`config.mk`:
```
export PLATFORM = sky130hd
export DESIGN_NAME = sha512_front
export DESIGN_NICKNAME = d
export VERILOG_FILES = /design/src/sha512_pkg.sv /design/src/sha512_front.sv
export SDC_FILE = /design/constraint.sdc
export NUM_CORES = 1
export LEC_CHECK = 0
export ABC_AREA = 1
export CORE_MARGIN = 2
export CORE_UTILIZATION = 60
export CTS_CLUSTER_DIAMETER = 150
export DETAILED_ROUTE_END_ITERATION = 7
export DONT_BUFFER_PORTS = 1
export MAX_ROUTING_LAYER = met4
export PLACE_DENSITY_LB_ADDON = 0.3
export SLEW_MARGIN = 25
export SYNTH_ARGS = -nofsm -noshare
export SYNTH_HDL_FRONTEND = slang
export SYNTH_SLANG_ARGS = --single-unit
```
`constraint.sdc`:
```
create_clock -name aclk -period 5.5 [get_ports aclk]
set_input_delay 1.1 -clock aclk [delete_from_list [all_inputs] [get_ports aclk]]
set_output_delay 1.1 -clock aclk [all_outputs]
set_load 0.03 [all_outputs]
```
`src/sha512_pkg.sv`:
```
// Package for the SHA-512/384 hash core: round constants, initial values,
// helper functions and the front-to-back request type. No dependencies.
package sha512_pkg;

    localparam int WORD_W    = 64;
    localparam int ROUNDS    = 80;
    localparam int QDEPTH    = 4;
    localparam logic [7:0] PAD_BYTE = 8'h80;
    localparam logic [3:0] LENGTH_SLOT = 4'd14;

    // request from front to back: a word to push, optionally the last of a message
    typedef struct packed {
        logic [63:0] word;
        logic [3:0]  nbytes;  // saturated to 8
        logic        last;
    } sha_req_t;

    function automatic logic [63:0] round_k(input logic [6:0] i);
        logic [63:0] k;
        case (i)
            7'd0: k = 64'h428a2f98d728ae22;  7'd1: k = 64'h7137449123ef65cd;
            7'd2: k = 64'hb5c0fbcfec4d3b2f;  7'd3: k = 64'he9b5dba58189dbbc;
            7'd4: k = 64'h3956c25bf348b538;  7'd5: k = 64'h59f111f1b605d019;
            7'd6: k = 64'h923f82a4af194f9b;  7'd7: k = 64'hab1c5ed5da6d8118;
            7'd8: k = 64'hd807aa98a3030242;  7'd9: k = 64'h12835b0145706fbe;
            7'd10: k = 64'h243185be4ee4b28c; 7'd11: k = 64'h550c7dc3d5ffb4e2;
            7'd12: k = 64'h72be5d74f27b896f; 7'd13: k = 64'h80deb1fe3b1696b1;
            7'd14: k = 64'h9bdc06a725c71235; 7'd15: k = 64'hc19bf174cf692694;
            7'd16: k = 64'he49b69c19ef14ad2; 7'd17: k = 64'hefbe4786384f25e3;
            7'd18: k = 64'h0fc19dc68b8cd5b5; 7'd19: k = 64'h240ca1cc77ac9c65;
            7'd20: k = 64'h2de92c6f592b0275; 7'd21: k = 64'h4a7484aa6ea6e483;
            7'd22: k = 64'h5cb0a9dcbd41fbd4; 7'd23: k = 64'h76f988da831153b5;
            7'd24: k = 64'h983e5152ee66dfab; 7'd25: k = 64'ha831c66d2db43210;
            7'd26: k = 64'hb00327c898fb213f; 7'd27: k = 64'hbf597fc7beef0ee4;
            7'd28: k = 64'hc6e00bf33da88fc2; 7'd29: k = 64'hd5a79147930aa725;
            7'd30: k = 64'h06ca6351e003826f; 7'd31: k = 64'h142929670a0e6e70;
            7'd32: k = 64'h27b70a8546d22ffc; 7'd33: k = 64'h2e1b21385c26c926;
            7'd34: k = 64'h4d2c6dfc5ac42aed; 7'd35: k = 64'h53380d139d95b3df;
            7'd36: k = 64'h650a73548baf63de; 7'd37: k = 64'h766a0abb3c77b2a8;
            7'd38: k = 64'h81c2c92e47edaee6; 7'd39: k = 64'h92722c851482353b;
            7'd40: k = 64'ha2bfe8a14cf10364; 7'd41: k = 64'ha81a664bbc423001;
            7'd42: k = 64'hc24b8b70d0f89791; 7'd43: k = 64'hc76c51a30654be30;
            7'd44: k = 64'hd192e819d6ef5218; 7'd45: k = 64'hd69906245565a910;
            7'd46: k = 64'hf40e35855771202a; 7'd47: k = 64'h106aa07032bbd1b8;
            7'd48: k = 64'h19a4c116b8d2d0c8; 7'd49: k = 64'h1e376c085141ab53;
            7'd50: k = 64'h2748774cdf8eeb99; 7'd51: k = 64'h34b0bcb5e19b48a8;
            7'd52: k = 64'h391c0cb3c5c95a63; 7'd53: k = 64'h4ed8aa4ae3418acb;
            7'd54: k = 64'h5b9cca4f7763e373; 7'd55: k = 64'h682e6ff3d6b2b8a3;
            7'd56: k = 64'h748f82ee5defb2fc; 7'd57: k = 64'h78a5636f43172f60;
            7'd58: k = 64'h84c87814a1f0ab72; 7'd59: k = 64'h8cc702081a6439ec;
            7'd60: k = 64'h90befffa23631e28; 7'd61: k = 64'ha4506cebde82bde9;
            7'd62: k = 64'hbef9a3f7b2c67915; 7'd63: k = 64'hc67178f2e372532b;
            7'd64: k = 64'hca273eceea26619c; 7'd65: k = 64'hd186b8c721c0c207;
            7'd66: k = 64'heada7dd6cde0eb1e; 7'd67: k = 64'hf57d4f7fee6ed178;
            7'd68: k = 64'h06f067aa72176fba; 7'd69: k = 64'h0a637dc5a2c898a6;
            7'd70: k = 64'h113f9804bef90dae; 7'd71: k = 64'h1b710b35131c471b;
            7'd72: k = 64'h28db77f523047d84; 7'd73: k = 64'h32caab7b40c72493;
            7'd74: k = 64'h3c9ebe0a15c9bebc; 7'd75: k = 64'h431d67c49c100d4c;
            7'd76: k = 64'h4cc5d4becb3e42b6; 7'd77: k = 64'h597f299cfc657e2a;
            7'd78: k = 64'h5fcb6fab3ad6faec; 7'd79: k = 64'h6c44198c4a475817;
            default: k = 64'h0;
        endcase
        return k;
    endfunction

    function automatic logic [63:0] init_hash(input logic mode, input logic [2:0] i);
        logic [63:0] v;
        case ({mode, i})
            4'd0: v = 64'hcbbb9d5dc1059ed8; 4'd1: v = 64'h629a292a367cd507;
            4'd2: v = 64'h9159015a3070dd17; 4'd3: v = 64'h152fecd8f70e5939;
            4'd4: v = 64'h67332667ffc00b31; 4'd5: v = 64'h8eb44a8768581511;
            4'd6: v = 64'hdb0c2e0d64f98fa7; 4'd7: v = 64'h47b5481dbefa4fa4;
            4'd8: v = 64'h6a09e667f3bcc908; 4'd9: v = 64'hbb67ae8584caa73b;
            4'd10: v = 64'h3c6ef372fe94f82b; 4'd11: v = 64'ha54ff53a5f1d36f1;
            4'd12: v = 64'h510e527fade682d1; 4'd13: v = 64'h9b05688c2b3e6c1f;
            4'd14: v = 64'h1f83d9abfb41bd6b; 4'd15: v = 64'h5be0cd19137e2179;
            default: v = 64'h0;
        endcase
        return v;
    endfunction

    function automatic logic [63:0] rotr(input logic [63:0] x, input int n);
        return (x >> n) | (x << (64 - n));
    endfunction

endpackage

```
`src/sha512_front.sv`:
```
// Front end of the SHA-512 core: accepts stream words, saturates the byte
// count and queues requests for the back end. Depends on sha512_pkg.
module sha512_front import sha512_pkg::*; #(
    parameter int QD = QDEPTH
) (
    input  logic        aclk,
    input  logic        aresetn,
    input  logic        flush,
    input  logic        s_tvalid,
    output logic        s_tready,
    input  logic [71:0] s_tdata,
    input  logic        s_tlast,
    output logic        q_valid,
    input  logic        q_ready,
    output sha_req_t    q_req
);
    localparam int AW = $clog2(QD);

    sha_req_t             mem [QD];
    logic [AW-1:0]        wr_reg, rd_reg;
    logic [AW:0]          cnt_reg;
    sha_req_t             req_in;
    logic                 push, pop;

    always_comb begin
        req_in.word   = s_tdata[63:0];
        req_in.nbytes = (s_tdata[67:64] > 4'd8) ? 4'd8 : s_tdata[67:64];
        req_in.last   = s_tlast;
    end

    assign s_tready = (cnt_reg != (AW+1)'(QD));
    assign push     = s_tvalid && s_tready;
    assign q_valid  = (cnt_reg != '0);
    assign pop      = q_valid && q_ready;
    assign q_req    = mem[rd_reg];

    always_ff @(posedge aclk) begin
        if (push) mem[wr_reg] <= req_in;
    end

    always_ff @(posedge aclk) begin
        if (!aresetn || flush) begin
            wr_reg <= '0; rd_reg <= '0; cnt_reg <= '0;
        end else begin
            if (push) wr_reg <= wr_reg + 1'b1;
            if (pop)  rd_reg <= rd_reg + 1'b1;
            cnt_reg <= cnt_reg + (AW+1)'(push) - (AW+1)'(pop);
        end
    end
endmodule

```
==> flow_summary.yaml <==
synthesis:
  synth_warnings: 0
  yosysUniqueCellTypes: 21
  ys_seq_area_share_pct: 78.73
  yosysTopAreaCell: "edfxtp_1"
  syn_area_um2: 10760
  synth-simple-area-share_pct: 6.003
  synthAdderAreaFrac_pct: 0.8841
  ys_ff_latch: 285
  synth_compound_area_share_pct: 10.88
  synth_xor_area_share_pct: 0
  synth_mux_area_share_pct: 0
  synth_top_area_share_pct: 77.06
  synth_top_family_by_area: "compound AO/OA/AOI/OAI gates"
  syn_nets: 827
  synthCells: 742
  synth.avg_cell_area_um2: 14.50
  synthTopCellsByArea: "edfxtp_1, nor2_1, o21ai_0"
floorplan:
  core_area_um2: 17420
  rows: 48
  start_util_pct: 61.75
  die_area_um2: 19010
  die_width_um: 137.9
  ioPinCount: 149
  die_h_um: 137.9
pwr:
  p_switching_mw: 0.9661
  ir_drop_mv: 0.2722
  p_leak_nw: 3.926
  switching_share_pct: 20.89
  powerDensity_nw_per_um2: 388.8
  p_seq_share_pct: 53.6
  power.internal_mw: 3.658
  power_mw: 4.624
  power_frac_clock_pct: 40.6
  p_comb_share_pct: 5.8
critical_path:
  cpPeakStageDelay_ps: 790
  cp_slowest_cell: "dfxtp_4"
  critPathArrivalTime_ps: 2990
  cpLargestDelayFamily: "compound AO/OA/AOI/OAI gates"
  required_ps: 4400
  critPathKind: "flip-flop to output port"
  worstPathBufferInverterCount: 1
  crit_chain: "buf_4 -> o21ai_0 -> o22ai_1"
  end_kind: "output port"
  crit_path_start_kind: "flip-flop"
  path_max_fanout: 70
clock_network:
  numCtsBuffers: 28
  cts_setup_buffers: 0
  clkLatencyLatePin_ps: 520
  ctsLongestPathBuffers: 3
  cts_root_buffer: "clkbuf_16"
  cts_resized: 0
  cts_hold_buf: 0
  cts_tree: "yes"
  clkTransAtPathRegs_ps: 60
  cts.sinks: 285
  htreeDepth: 1
route:
  vias: 5976
  drcViolationCount: 0
  antenna_left: 0
  detail_route.wl_per_cell_um: 20.94
  drt_pass1_iterations: 5
  drtIter0Drc: 571
  vias_per_cell: 6.061
  wl_um: 20650
sta:
  worst_pin_slew_ps: 1000
  fin_crit_sh_pct: 74.29
  whs_ps: 537.0
  tns_ps: 0
  rsz0062_at_grt: "false"
  clock.fmax_mhz: 244.7
  fin_skew_ps: 6.716
  slew_headroom_pct: 33.17
  setup_violations: 0
  maxSlewViolCount: 0
  finalHoldViolCount: 0
  min_period_ps: 4086
grt:
  grt_max_degree: 103
  grtUsageMet3_pct: 6.689
  antenna_found_initial: 0
  use_met1_pct: 27.41
  busiest_layer: "met2"
  grtUsageMet2_pct: 36.25
  grt_usage_pct: 22.11
  grt_pass1_wl_um: 30760
  first_global_vias: 5947
  grt_overflow: 0
status:
  status: "completed"
final_layout:
  fin_util_pct: 68.28
  mostFrequentLayoutCell: "edfxtp_1"
  num-fill-cells: 1128
  final_layout_size_suffix_gt1_share_pct: 7.622
  diodes: 0
  fin_area_um2: 11890
  regArea_um2: 8473
  syn2layout_area_growth_pct: 10.56
  finalNetCount: 825
  multi_input_area_um2: 1941
  largest_register_ffs: 276
  final_cell_mix: "edfxtp_1, nor2_1, o21ai_0"
placed_design:
  dp_hpwl_um: 11530
  place_area_um2: 10940
  gp_congestion: 0.7561
  port_buffers: 0
worst_hold_path:
  worst_hold_path_type: "flip-flop to flip-flop"
run:
  cap_violations: 0
-- per-stage QoR --
step	setup slack (ps)	instances
after floorplan	883.0	742
after global placement	1909	932
after detailed placement	1832	934
after CTS	1278	985
after global routing	1224	986
final	1414	986
-- worst register-to-register path, delay by kind of cell, from the launching register on --
family | cells | cell delay [ps]
buffers and inverters | 1 | 370
DFF | 1 | 400
and+or+nand+nor | 4 | 1700
-- final cells by class --
type                            count  area share, %
Inverter                           19         0.6418
Timing Repair Buffer               13          1.641
Clock inverter                     14          1.420
Tap cell                          225          2.367
Multi-Input combinational cell    393          16.32
Clock buffer                       37          6.355
Sequential cell                   285          71.25
-- routing by layer --
| metal | up-vias | wire length (µm) |
|---|---|---|
| met4 | 0 | 291 |
| li1 | 2768 | - |
| met3 | 27 | 1888 |
| met5 | - | 0 |
| met2 | 203 | 10450 |
| met1 | 2978 | 8016 |
-- final timing paths --
| path | start | end | slack (ps) | depth (start not counted) |
|---|---|---|---|---|
| max | flip-flop | q_req[63] | 1410 | 3 |
| min | rd_reg[0]$_SDFFE_PP0P_ | flip-flop | 540 | 2 |
| max reg2reg | cnt_reg[1]$_SDFF_PP0_ | mem[1][12]$_DFFE_PP_ | 2710 | 5 |
| min reg2reg | rd_reg[0]$_SDFFE_PP0P_ | flip-flop | 540 | 2 |
-- cells in the mapped netlist --
| cell | number |
|---|---|
| edfxtp_1 | 276 |
| nor2_1 | 155 |
| o21ai_0 | 87 |
| o22ai_1 | 69 |
| o21ai_1 | 52 |
| inv_1 | 17 |
| clkbuf_1 | 15 |
| nand2_1 | 13 |
| buf_6 | 11 |
| dfxtp_1 | 9 |
| buf_2 | 8 |
| buf_4 | 7 |
| ha_1 | 6 |
| a21oi_1 | 4 |
| a21boi_0 | 3 |
| clkbuf_2 | 3 |
| nand3_1 | 3 |
| buf_8 | 1 |
| fa_1 | 1 |
| inv_2 | 1 |
| inv_4 | 1 |
-- kinds of logic after synthesis --
kind of cell    after synthesis
simple gates                171
flops                       285
buf+inv                      64
compound gates              215
fa+ha+maj                     7
-- power groups by stage --
stage / clock, mW / combinational [mW] / sequential, mW
after global routing: 2.00 / 0.288 / 2.48
after CTS: 1.90 / 0.271 / 2.48
after floorplan: 0 / 0.223 / 2.52
after global placement: 0 / 0.259 / 2.52
after detailed placement: 0 / 0.270 / 2.53
final: 1.88 / 0.268 / 2.48
No activity file was read; power rests on OpenSTA's default activity.
